**config.mk**
```make
export PLATFORM = sky130hd
export DESIGN_NAME = lru_key_value_cache_top
export DESIGN_NICKNAME = d
export VERILOG_FILES = /design/src/lkvc_pkg.sv /design/src/lkvc_cell.sv /design/src/lru_key_value_cache_top.sv
export SDC_FILE = /design/constraint.sdc
export NUM_CORES = 1
export LEC_CHECK = 0
export BUFFER_PORTS_ARGS = -buffer_cell sky130_fd_sc_hd__buf_2
export CORE_MARGIN = 4
export CORE_UTILIZATION = 55
export CTS_BUF_LIST = sky130_fd_sc_hd__clkbuf_8
export CTS_CLUSTER_DIAMETER = 80
export DETAILED_ROUTE_END_ITERATION = 6
export MAX_ROUTING_LAYER = met4
export PLACE_DENSITY = 0.8
export SYNTH_ARGS = -nofsm -noshare
export SYNTH_HDL_FRONTEND = slang
export SYNTH_SLANG_ARGS = --single-unit
```
**constraint.sdc**
```tcl
create_clock -name clk -period 6.18 [get_ports clk]
set_clock_uncertainty 0.2 [all_clocks]
set_input_delay 0 -clock clk [delete_from_list [all_inputs] [get_ports clk]]
set_output_delay 0 -clock clk [all_outputs]
set_load 0.01 [all_outputs]
```
**src/lkvc_pkg.sv**
```systemverilog
// ---------------------------------------------------------------------------
// LRU key-value cache package
// Sizes, command and state codes, and the cell control bundle.
// ---------------------------------------------------------------------------
package lkvc_pkg;

  localparam int CAPACITY = 16;
  localparam int KEY_W    = 32;
  localparam int VAL_W    = 32;
  localparam int CFG_W    = 5;
  localparam int CNT_W    = $clog2(CAPACITY + 1);
  localparam int CMP_W    = ((CNT_W > CFG_W) ? CNT_W : CFG_W) + 1;

  localparam logic [CFG_W-1:0] CFG_RESET = CFG_W'(16);

  typedef enum logic {
    CMD_GET = 1'b0,
    CMD_PUT = 1'b1
  } cmd_t;

  typedef enum logic {
    ST_IDLE,
    ST_UPDATE
  } state_t;

  typedef struct packed {
    logic capture;  // latch key compare result
    logic update;   // apply recency shift
    logic hit;      // some live entry matched
  } cell_ctl_t;

endpackage

```
**src/lkvc_cell.sv**
```systemverilog
// ---------------------------------------------------------------------------
// LRU cache cell
// One recency slot: holds a key and value, compares against the lookup key,
// and takes its upstream neighbor's entry when the promote shift reaches it.
// ---------------------------------------------------------------------------
module lkvc_cell (
  input  logic                     clk,
  input  lkvc_pkg::cell_ctl_t      ctl,
  input  logic [lkvc_pkg::KEY_W-1:0] lookup_key,
  input  logic                     live,
  input  logic                     prev_live,
  input  logic [lkvc_pkg::KEY_W-1:0] up_key,
  input  logic [lkvc_pkg::VAL_W-1:0] up_value,
  output logic [lkvc_pkg::KEY_W-1:0] entry_key,
  output logic [lkvc_pkg::VAL_W-1:0] entry_value,
  input  logic                     sel_in,
  output logic                     sel_out,
  input  logic [lkvc_pkg::VAL_W-1:0] rd_in,
  output logic [lkvc_pkg::VAL_W-1:0] rd_out
);
  import lkvc_pkg::*;

  logic hit_here;
  logic shift;

  // sel_out: this slot or one below it matched, so the shift covers this slot
  assign sel_out = hit_here | sel_in;
  assign rd_out  = rd_in | (hit_here ? entry_value : '0);
  // hit: shift slots up to the match; new key: shift slots up to the fill level
  assign shift   = ctl.update & (ctl.hit ? sel_out : prev_live);

  always_ff @(posedge clk) begin
    if (ctl.capture) begin
      hit_here <= live && (lookup_key == entry_key);
    end
    if (shift) begin
      entry_key   <= up_key;
      entry_value <= up_value;
    end
  end

endmodule

```
**src/lru_key_value_cache_top.sv**
```systemverilog
// ---------------------------------------------------------------------------
// LRU key-value cache
// Fully associative key-value store with least-recently-used replacement.
// ---------------------------------------------------------------------------
// Per item: on the accept edge every slot of the cell chain compares its key
// with the incoming key; in ST_UPDATE the recency shift is applied and the
// result is loaded into the output register. The next item is taken once the
// state is back in ST_IDLE. If the output register still holds an untaken
// result, the update waits for it. capacity_in_use limits how many entries
// are held (0 acts as 1, values above the slot count saturate).
module lru_key_value_cache_top (
  input  logic                            clk,
  input  logic                            rst,
  input  logic                            s_tvalid,
  output logic                            s_tready,
  input  logic [63:0]                     s_tdata,  // key[31:0], value[63:32]
  input  logic                            s_tuser,  // command (0 get, 1 put)
  output logic                            m_tvalid,
  input  logic                            m_tready,
  output logic [31:0]                     m_tdata,  // read_value[31:0]
  output logic                            m_tuser,  // hit
  input  logic                            cfg_valid,
  output logic                            cfg_ready,
  input  logic [lkvc_pkg::CFG_W-1:0]      cfg_data  // capacity_in_use
);
  import lkvc_pkg::*;

  state_t             state, state_next;
  logic               upd;
  cmd_t               item_cmd;
  logic [KEY_W-1:0]   item_key;
  logic [VAL_W-1:0]   item_value;
  logic [CNT_W-1:0]   count, count_next;
  logic [CFG_W-1:0]   capacity_in_use;
  logic [CMP_W-1:0]   cap_eff, grown, cfg_wide;
  cell_ctl_t          ctl;
  logic               hit;
  logic [VAL_W-1:0]   rd_value;
  logic [VAL_W-1:0]   new_value;

  logic [KEY_W-1:0]   cell_key   [CAPACITY];
  logic [VAL_W-1:0]   cell_value [CAPACITY];
  logic [CAPACITY:0]  sel_chain;
  logic [VAL_W-1:0]   rd_chain   [CAPACITY+1];
  logic [CAPACITY-1:0] live;

  assign cfg_ready = 1'b1;

  always_ff @(posedge clk) begin
    if (rst) begin
      capacity_in_use <= CFG_RESET;
    end else if (cfg_valid) begin
      capacity_in_use <= cfg_data;
    end
  end

  always_ff @(posedge clk) begin
    if (rst) begin
      state <= ST_IDLE;
    end else begin
      state <= state_next;
    end
  end

  always_comb begin
    state_next = state;
    s_tready   = 1'b0;
    upd        = 1'b0;
    case (state)
      ST_IDLE: begin
        s_tready = 1'b1;
        if (s_tvalid) begin
          state_next = ST_UPDATE;
        end
      end
      ST_UPDATE: begin
        if (!m_tvalid || m_tready) begin
          upd        = 1'b1;
          state_next = ST_IDLE;
        end
      end
      default: state_next = ST_IDLE;
    endcase
  end

  always_ff @(posedge clk) begin
    if (s_tvalid && s_tready) begin
      item_cmd   <= cmd_t'(s_tuser);
      item_key   <= s_tdata[KEY_W-1:0];
      item_value <= s_tdata[KEY_W+VAL_W-1:KEY_W];
    end
  end

  assign hit         = sel_chain[0];
  assign rd_value    = rd_chain[0];
  assign new_value   = (item_cmd == CMD_PUT) ? item_value : rd_value;
  assign ctl.capture = s_tvalid & s_tready;
  assign ctl.update  = upd & (hit | (item_cmd == CMD_PUT));
  assign ctl.hit     = hit;

  assign sel_chain[CAPACITY] = 1'b0;
  assign rd_chain[CAPACITY]  = '0;

  for (genvar i = 0; i < CAPACITY; i++) begin : g_cell
    logic [KEY_W-1:0] up_key;
    logic [VAL_W-1:0] up_value;
    logic             prev_live;

    assign live[i] = count > CNT_W'(i);

    if (i == 0) begin : g_head
      assign up_key    = item_key;
      assign up_value  = new_value;
      assign prev_live = 1'b1;
    end else begin : g_body
      assign up_key    = cell_key[i-1];
      assign up_value  = cell_value[i-1];
      assign prev_live = live[i-1];
    end

    lkvc_cell u_cell (
      .clk         (clk),
      .ctl         (ctl),
      .lookup_key  (s_tdata[KEY_W-1:0]),
      .live        (live[i]),
      .prev_live   (prev_live),
      .up_key      (up_key),
      .up_value    (up_value),
      .entry_key   (cell_key[i]),
      .entry_value (cell_value[i]),
      .sel_in      (sel_chain[i+1]),
      .sel_out     (sel_chain[i]),
      .rd_in       (rd_chain[i+1]),
      .rd_out      (rd_chain[i])
    );
  end

  // fill level after inserting a new key, trimmed to the capacity in use
  always_comb begin
    cfg_wide = CMP_W'(capacity_in_use);
    grown    = CMP_W'(count) + CMP_W'(1);
    if (cfg_wide == '0) begin
      cap_eff = CMP_W'(1);
    end else if (cfg_wide > CMP_W'(CAPACITY)) begin
      cap_eff = CMP_W'(CAPACITY);
    end else begin
      cap_eff = cfg_wide;
    end
    count_next = (grown > cap_eff) ? CNT_W'(cap_eff) : CNT_W'(grown);
  end

  always_ff @(posedge clk) begin
    if (rst) begin
      count <= '0;
    end else if (upd && (item_cmd == CMD_PUT) && !hit) begin
      count <= count_next;
    end
  end

  always_ff @(posedge clk) begin
    if (rst) begin
      m_tvalid <= 1'b0;
    end else if (upd) begin
      m_tvalid <= 1'b1;
    end else if (m_tready) begin
      m_tvalid <= 1'b0;
    end
  end

  always_ff @(posedge clk) begin
    if (upd) begin
      m_tuser <= hit;
      m_tdata <= ((item_cmd == CMD_GET) && hit) ? rd_value : '1;
    end
  end

endmodule

```
==> impl_results.md, run 1 <==
* Hold Path Sink: g_cell[0].up_key[9]$_DFFE_PP_
* Worst hold path type: in2reg
* Via count at roughly 26k
* Worst Hold Path Cells at 3
* Endpoints failing hold at 0
* Syn nets at 2,643
* Data required, critical path at approximately 6.4 ns
* Mapped Area at 44,300 µm²
* Critical path's largest stage delay at roughly 1.0 ns
* Status: complete, but fails checks
* Filler Cells Inserted at 5,323
* Sequential share of the synthesized area at 0.776
* Slew @ Worst Pin at 1.32 ns
* RSZ-0062 raised after global routing: false
* Max cap viols at 0
* Setup TNS at 0 ns
* Die ar. at 85,200 µm²
* Failing checks: DRC
* Fmax at a little over 0.2 GHz
* Fin cells at 4,061
* Htree depth at 4
* Top post-synthesis cells by count: edfxtp_1, xor2_1, a22oi_1
* First DRT Iteration DRCs at 3,556
* Overall Global Routing Usage at 0.284
* Static Leak at 16.8 nW
* Worst-skew pair later-pin latency at between 0.8 and 0.9 ns
* Die Wd at 292 µm
* Number of global-route vias before repair at ~27k
* R2r startpoint: g_cell[5].u_cell.hit_here$_DFFE_PP_
* Num CTS Buffers at 175
* WS Path Type: reg2reg
* Largest net degree at the start of global routing at 66
* Relative slew slack at 0.0939
* Number of nets in the layout at ~3k
* Top cells by area, synth: edfxtp_1, xor2_1, xnor2_1
* Clk root buf: clkbuf_8
* Initial antenna violation count at 4
* RePlAce Congestion at 0.914
* Period utilization at 0.803
* R2R depth at 10
* Post-synth EDFFs at 1,138
* VDD IR max at 240 µV
* First-pass GRT wire length at 173,000 µm
* Worst endpoint data arrival time at 5.20 ns
* Clock Tree Buf Depth at 3
* Mapped Avg Cell Area at between 15 and 20 µm²
* First-pass DRT Iterations at 7
* Worst Path Max Fanout at between 60 and 70
* Yosys warning total at 0
* Synth async-reset ratio at 0
* Synth top area share at 0.771
* CTS tree: done
* # clock sinks at 1,150
* Worst R2R Setup Slack at 1.22 ns
* Worst path cell trace: buf_4 -> or3_1 -> nor4_2 -> nand2_1 -> nor3_4 -> inv_2 -> o21ai_4 -> inv_2 -> buf_4 -> o21a_4
* Area leader, netlist: edfxtp_1
* Final min period at 4.96 ns
* RR Endpoint: g_cell[4].u_cell.entry_value[0]$_DFFE_PP_
* GRT overflow at 0
* Vias/cell at 6.37
* Slew Viols, Final at 0
* Io pins at ~110
* DRT Wirelength at 118,000 µm
* Cell Pwr Density at 325 nW/µm²
* Row cnt at 103
* DRC at 7
* Post-DP HPWL at 71,200 µm
* Worst setup SP type: flip-flop
* Starting density of the core at 0.558
* Number of port buffers at 109
* Placed cell count at 3,635
* Slowest CP cell: o21a_4
* DP Worst Slack at 1.32 ns
* Final worst slack at 1.22 ns
* Top-count cell post-synth: edfxtp_1
* Final ANT Viol Nets at 0
* # setup viols final at 0
* Clk pin slew, worst setup/hold paths at 0.07 ns
* Layout cells sized above 1 at 0.137
* WHS at 0.0896 ns
* CP endpoint kind: flip-flop
* Dominant synthesized flop cell: edfxtp_1
* Area Growth Syn to Fin at 14.6%
* Die span in y at 292 µm
* Total power at around 17 mW
* Worst hold start: s_tdata[9]
* Synth cell types at 50
* Core area at around 79,000 µm²
* WL/cell at 29.0 µm
* Number of synthesized register bits at between 1k and 1.5k
* Cells after Synth at between 2k and 3k
[worst max-delay path by stage]
stage	start	slack [ns]	to	depth (start not counted)
floorplan	m_tvalid$_SDFFE_PP0P_	0.61	g_cell[2].u_cell.entry_key[0]$_DFFE_PP_	5
global placement	g_cell[5].u_cell.hit_here$_DFFE_PP_	1.40	g_cell[4].u_cell.entry_value[21]$_DFFE_PP_	10
global route	g_cell[5].u_cell.hit_here$_DFFE_PP_	1.07	g_cell[4].u_cell.entry_value[0]$_DFFE_PP_	10
finish	g_cell[5].u_cell.hit_here$_DFFE_PP_	1.22	g_cell[4].u_cell.entry_value[0]$_DFFE_PP_	10
CTS	g_cell[5].u_cell.hit_here$_DFFE_PP_	1.32	g_cell[4].u_cell.entry_value[0]$_DFFE_PP_	10
detailed placement	g_cell[5].u_cell.hit_here$_DFFE_PP_	1.32	g_cell[4].u_cell.entry_value[3]$_DFFE_PP_	10
[report_power, final]
group	internal [mW]	switching, mW	leakage [nW]
clock	2.95	3.01	1.82
combinational	0.370	0.776	4.41
sequential	9.14	0.284	10.6
total	12.5	4.06	16.8
[kinds of logic after synthesis]
family,after synthesis,synth area share
flip-flops,1150,0.776
other,1,0.0000846
buffers and inverters,184,0.0159
XOR/XNOR,513,0.101
AO/OA/AOI/OAI,338,0.0569
adder cells (fa/ha/maj),10,0.00282
AND/OR/NAND/NOR,358,0.0457
multiplexers,4,0.000903
[what timing repair did]
action,in CTS,in global routing
endpoints found under the hold margin,123,0
hold buffers,130,0
setup buffers,0,0
resized for setup,0,0
[metrics by stage]
stage	cell area (µm²)	util
floorplan	44300	-
global placement	46300	0.583
detailed placement	46300	0.583
CTS	50800	0.640
global route	50800	0.640
finish	50800	0.640
[state kept, by name (all words and copies together), names as in the netlist]
register                   flops
item_cmd                       1
count                          5
capacity_in_use                5
state                          1
m_tdata                       32
g_cell.u_cell.hit_here        16
m_tvalid                       1
m_tuser                        1
g_cell.up_key                 32
g_cell.u_cell.entry_key      512
item_value                    32
g_cell.u_cell.entry_value    512
[per-layer routing]
metal / track usage / vias up / part of all wire / routed length, µm
li1: - / 10700 / - / -
met1: 0.370 / 12700 / 0.36 / 42700
met2: 0.433 / 2139 / 0.47 / 55200
met3: 0.0655 / 372 / 0.12 / 14500
met4: 0.127 / 0 / 0.046 / 5470
met5: - / - / 0 / 0
[layout make-up]
cell class                      instances  area, µm²  share of cell area
Antenna cell                            3       7.51            0.000148
Multi-Input combinational cell       1224       9360               0.184
Clock inverter                        115        752              0.0148
Inverter                               42        158             0.00310
Clock buffer                          178       2450              0.0482
Tap cell                             1050       1310              0.0259
Sequential cell                      1150      34400               0.677
Timing Repair Buffer                  299       2350              0.0462
[placed cells by master (no fill, tap or decap), drive strengths merged, types with 12 or more instances in the layout]
master	count
nor3	17
buf	169
a222oi	32
nand4	92
nand3	40
clkbuf	178
nand2	52
xnor2	175
dlygate4sd3	130
edfxtp	1138
clkinv	52
nor4	101
dfxtp	12
a22oi	192
inv	98
a21oi	52
a2111oi	34
xor2	338
nor2	26
[critical path: cells and delay by family (launching register included)]
kind                   cells  cell delay, ns
DFF                        1            0.32
buffers and inverters      4            2.03
AOI/OAI and AO/OA          2            1.31
and+or+nand+nor            4            0.64
No activity file was read; power rests on OpenSTA's default activity.
==> run 2: changes to the inputs <==
--- a/config.mk
+++ b/config.mk
@@ -5,6 +5,7 @@
 export SDC_FILE = /design/constraint.sdc
 export NUM_CORES = 1
 export LEC_CHECK = 0
+export ABC_AREA = 1
 export BUFFER_PORTS_ARGS = -buffer_cell sky130_fd_sc_hd__buf_2
 export CORE_MARGIN = 4
 export CORE_UTILIZATION = 55
==> constraint.sdc (replaced) <==
create_clock -name clk -period 5.06 [get_ports clk]
set_clock_uncertainty 0.2 [all_clocks]
set_input_delay 0 -clock clk [delete_from_list [all_inputs] [get_ports clk]]
set_output_delay 0 -clock clk [all_outputs]
set_load 0.01 [all_outputs]
==> run 2 against run 1 <==
  * The flow now finishes without violations
  * Largest power group unchanged
  * Maximum frequency grew 25%
  * Critical path depth rose by 4
  * Combinational power grew 42%
  * Worst setup slack worse by 0.13 ns
==> impl_results.md, run 2 <==
* Total stage count of the critical path at 14
* # setup viols final at 0
* Vias/cell at 6.15
* Worst Path Max Fanout at 65
* Synth Area in Simple Gates at 0.111
* Synth cell types at 51
* R2R depth at 14
* CTS tree: done
* DP Worst Slack at approximately 1.2 ns
* Top cells by area, synth: edfxtp_1, nand2_1, xnor2_1
* Top-count cell post-synth: edfxtp_1
* Worst path cell trace: nor2_8 -> nand4_4 -> nor2_4 -> nand4_4 -> nor2_4 -> nand4_4 -> nor2_4 -> nand3_2 -> nand2_1 -> nand2_4 -> buf_4 -> nand2_1 -> inv_2 -> buf_4
* R2r startpoint: g_cell[15].u_cell.hit_here$_DFFE_PP_
* First-pass DRT Iterations at 7
* Final worst slack at 1.09 ns
* Die span in y at ~300 µm
* Final min period at 3.97 ns
* Combinational family with the most area after synthesis: simple AND/OR/NAND/NOR gates
* RePlAce Congestion at ~1.0
* RR Endpoint: g_cell[4].u_cell.entry_value[14]$_DFFE_PP_
* Yosys warning total at 0
* Hold Path Sink: g_cell[0].up_key[14]$_DFFE_PP_
* Initial antenna violation count at 4
* WHS at 0.0794 ns
* Mapped Area at between 40,000 and 50,000 µm²
* WL/cell at 26.5 µm
* Synth async-reset ratio at 0
* Slew @ Worst Pin at 1.18 ns
* Worst-skew pair later-pin latency at 0.85 ns
* Final ANT Viol Nets at 0
* Worst hold path type: in2reg
* Fmax at 0.252 GHz
* CTS resizes at 0
* Worst Hold Path Cells at 3
* Endpoints failing hold at 0
* DRC at 0
* Area Growth Syn to Fin at 14.1%
* Htree depth at 4
* Post-DP HPWL at 80,400 µm
* First-pass GRT wire length at 181,000 µm
* RSZ-0062 raised after global routing: false
* Most frequent cells in the layout: edfxtp_1, nand2_1, xnor2_1
* Die ar. at around 87,000 µm²
* Synth Area in Adders at 0.00275
* CP endpoint kind: flip-flop
* Slowest CP cell: buf_4
* Die Wd at roughly 300 µm
* VDD IR max at 313 µV
* Synth top area share at 0.752
* Critical path's largest stage delay at a little over 0.7 ns
* Sequential share of the synthesized area at 0.758
* Cell Pwr Density at approximately 400 nW/µm²
* Top flop regs: g_cell.u_cell.entry_key: 512 flops, g_cell.u_cell.entry_value: 512 flops
* Static Leak at 17.7 nW
* Row cnt at about 110
* Post-synthesis compound-gate area fraction at 0.0449
* Slew Viols, Final at 0
* Worst hold start: s_tdata[14]
* Clk pin slew, worst setup/hold paths at about 0.06 ns
* Top post-synthesis cells by count: edfxtp_1, nand2_1, xnor2_1
* Largest net degree at the start of global routing at 66
* Number of global-route vias before repair at 28.4k
* Via count at 28.6k
* # clock sinks at approximately 1.2k
* Period utilization at 0.784
* Num CTS Buffers at 174
* Io pins at 111
* DRT Wirelength at 123,000 µm
* Status: finished clean
* XOR/XNOR Fraction of Synth Area at 0.0632
* Number of port buffers at 109
* Clk root buf: clkbuf_8
* Clock Tree Buf Depth at 3
* Syn nets at 3,188
* Layout cells sized above 1 at 0.136
* Filler Cells Inserted at between 5k and 6k
* First DRT Iteration DRCs at 4,829
* Commonest non-fill, non-tap cell in the layout: edfxtp_1
* Worst setup SP type: flip-flop
* Data required, critical path at 5.34 ns
* Max cap viols at 0
* Worst endpoint data arrival time at 4.24 ns
* CP Buf/Inv Count at 3
* Area leader, netlist: edfxtp_1
* Dominant synthesized flop cell: edfxtp_1
* Overall Global Routing Usage at 0.292
* Worst R2R Setup Slack at between 1 and 1.5 ns
* GRT overflow at 0
* Relative slew slack at 0.192
* Kind of cell adding the most delay to the critical path: buffers and inverters
* Post-CTS Setup Bufs at 0
* Number of synthesized register bits at 1,150
* Setup TNS at 0 ns
* Cells after Synth at ~3.1k
* Starting density of the core at 0.554
* Mapped Avg Cell Area at 14.6 µm²
* Number of nets in the layout at 3,536
* WS Path Type: reg2reg
* Multiplexer area fraction after synthesis at 0
* Core area at 82,000 µm²
* Post-synth EDFFs at 1,138
## run 2: cell types whose count changed after synthesis, sizes merged, moves of 44 or more
cell,before,now
xor2,338,88
nand2,52,593
xnor2,175,240
nor2,26,169
inv,42,86
a221oi,0,78
or2,3,76
a22oi,192,1
nand3,40,94
nor4,101,46
## run 2: timing repair
item | 4_1_cts | 5_1_grt
setup endpoints to repair | 0 | 0
endpoints found under the hold margin | 216 | 0
hold buffers | 138 | 0
## run 2: how the worst max path moves through the flow
stage / slack [ns] / start / to
detailed placement: 1.17 / g_cell[15].u_cell.hit_here$_DFFE_PP_ / g_cell[4].u_cell.entry_value[31]$_DFFE_PP_
finish: 1.09 / g_cell[15].u_cell.hit_here$_DFFE_PP_ / g_cell[4].u_cell.entry_value[14]$_DFFE_PP_
global route: 0.89 / g_cell[15].u_cell.hit_here$_DFFE_PP_ / g_cell[4].u_cell.entry_value[5]$_DFFE_PP_
global placement: 1.28 / g_cell[15].u_cell.hit_here$_DFFE_PP_ / g_cell[4].u_cell.entry_value[31]$_DFFE_PP_
floorplan: 0.03 / g_cell[14].u_cell.hit_here$_DFFE_PP_ / g_cell[14].u_cell.entry_key[0]$_DFFE_PP_
CTS: 1.15 / g_cell[15].u_cell.hit_here$_DFFE_PP_ / g_cell[4].u_cell.entry_value[5]$_DFFE_PP_
## run 2: area by class of cell
type	count	area [µm²]	area share
repair buffers	305	2360	0.0456
inverters	95	357	0.00688
clock inverters	135	757	0.0146
clock buffers	176	2420	0.0467
multi-input cells	1725	10200	0.196
diodes	3	7.51	0.000145
well taps	1070	1340	0.0258
flip-flops and latches	1150	34400	0.664
## run 2: worst register-to-register path: cells and delay by family, from the launching register on
family	cells	cell delay (ns)
buffers and inverters	3	1.80
and+or+nand+nor	11	1.13
DFF	1	0.45
## run 2: cells by family (layout without fill, tap and decap cells)
| group | Yosys count | after routing |
|---|---|---|
| xor gates and xnor gates | 328 | 328 |
| adders and majority gates | 10 | 10 |
| AOI/OAI and AO/OA | 273 | 273 |
| and+or+nand+nor | 1113 | 1113 |
| DFF | 1150 | 1150 |
| buffers and inverters | 228 | 711 |
| other | 1 | 4 |
## run 2: power by group
group          switching, mW  leakage, nW  internal [mW]  total, mW
clock                   3.70         1.83           3.56       7.26
combinational           1.12         5.17          0.517       1.63
sequential             0.423         10.7           11.4       11.8
total                   5.24         17.7           15.4       20.7
## run 2: layer usage
layer	routed length [µm]	track usage
met3	17400	0.0837
met1	45100	0.391
met4	4750	0.108
met2	56000	0.431
met5	0	-
## run 2: per-stage QoR
step           area, µm²   util  total power [mW]  instances
2_1_floorplan      45400      -              12.8       3103
3_3_place_gp       47200  0.576              13.4       4207
3_5_place_dp       47200  0.576              13.5       4207
4_1_cts            51800  0.632              20.5       4656
5_1_grt            51800  0.632              21.3       4658
6_report           51800  0.632              20.7       4659
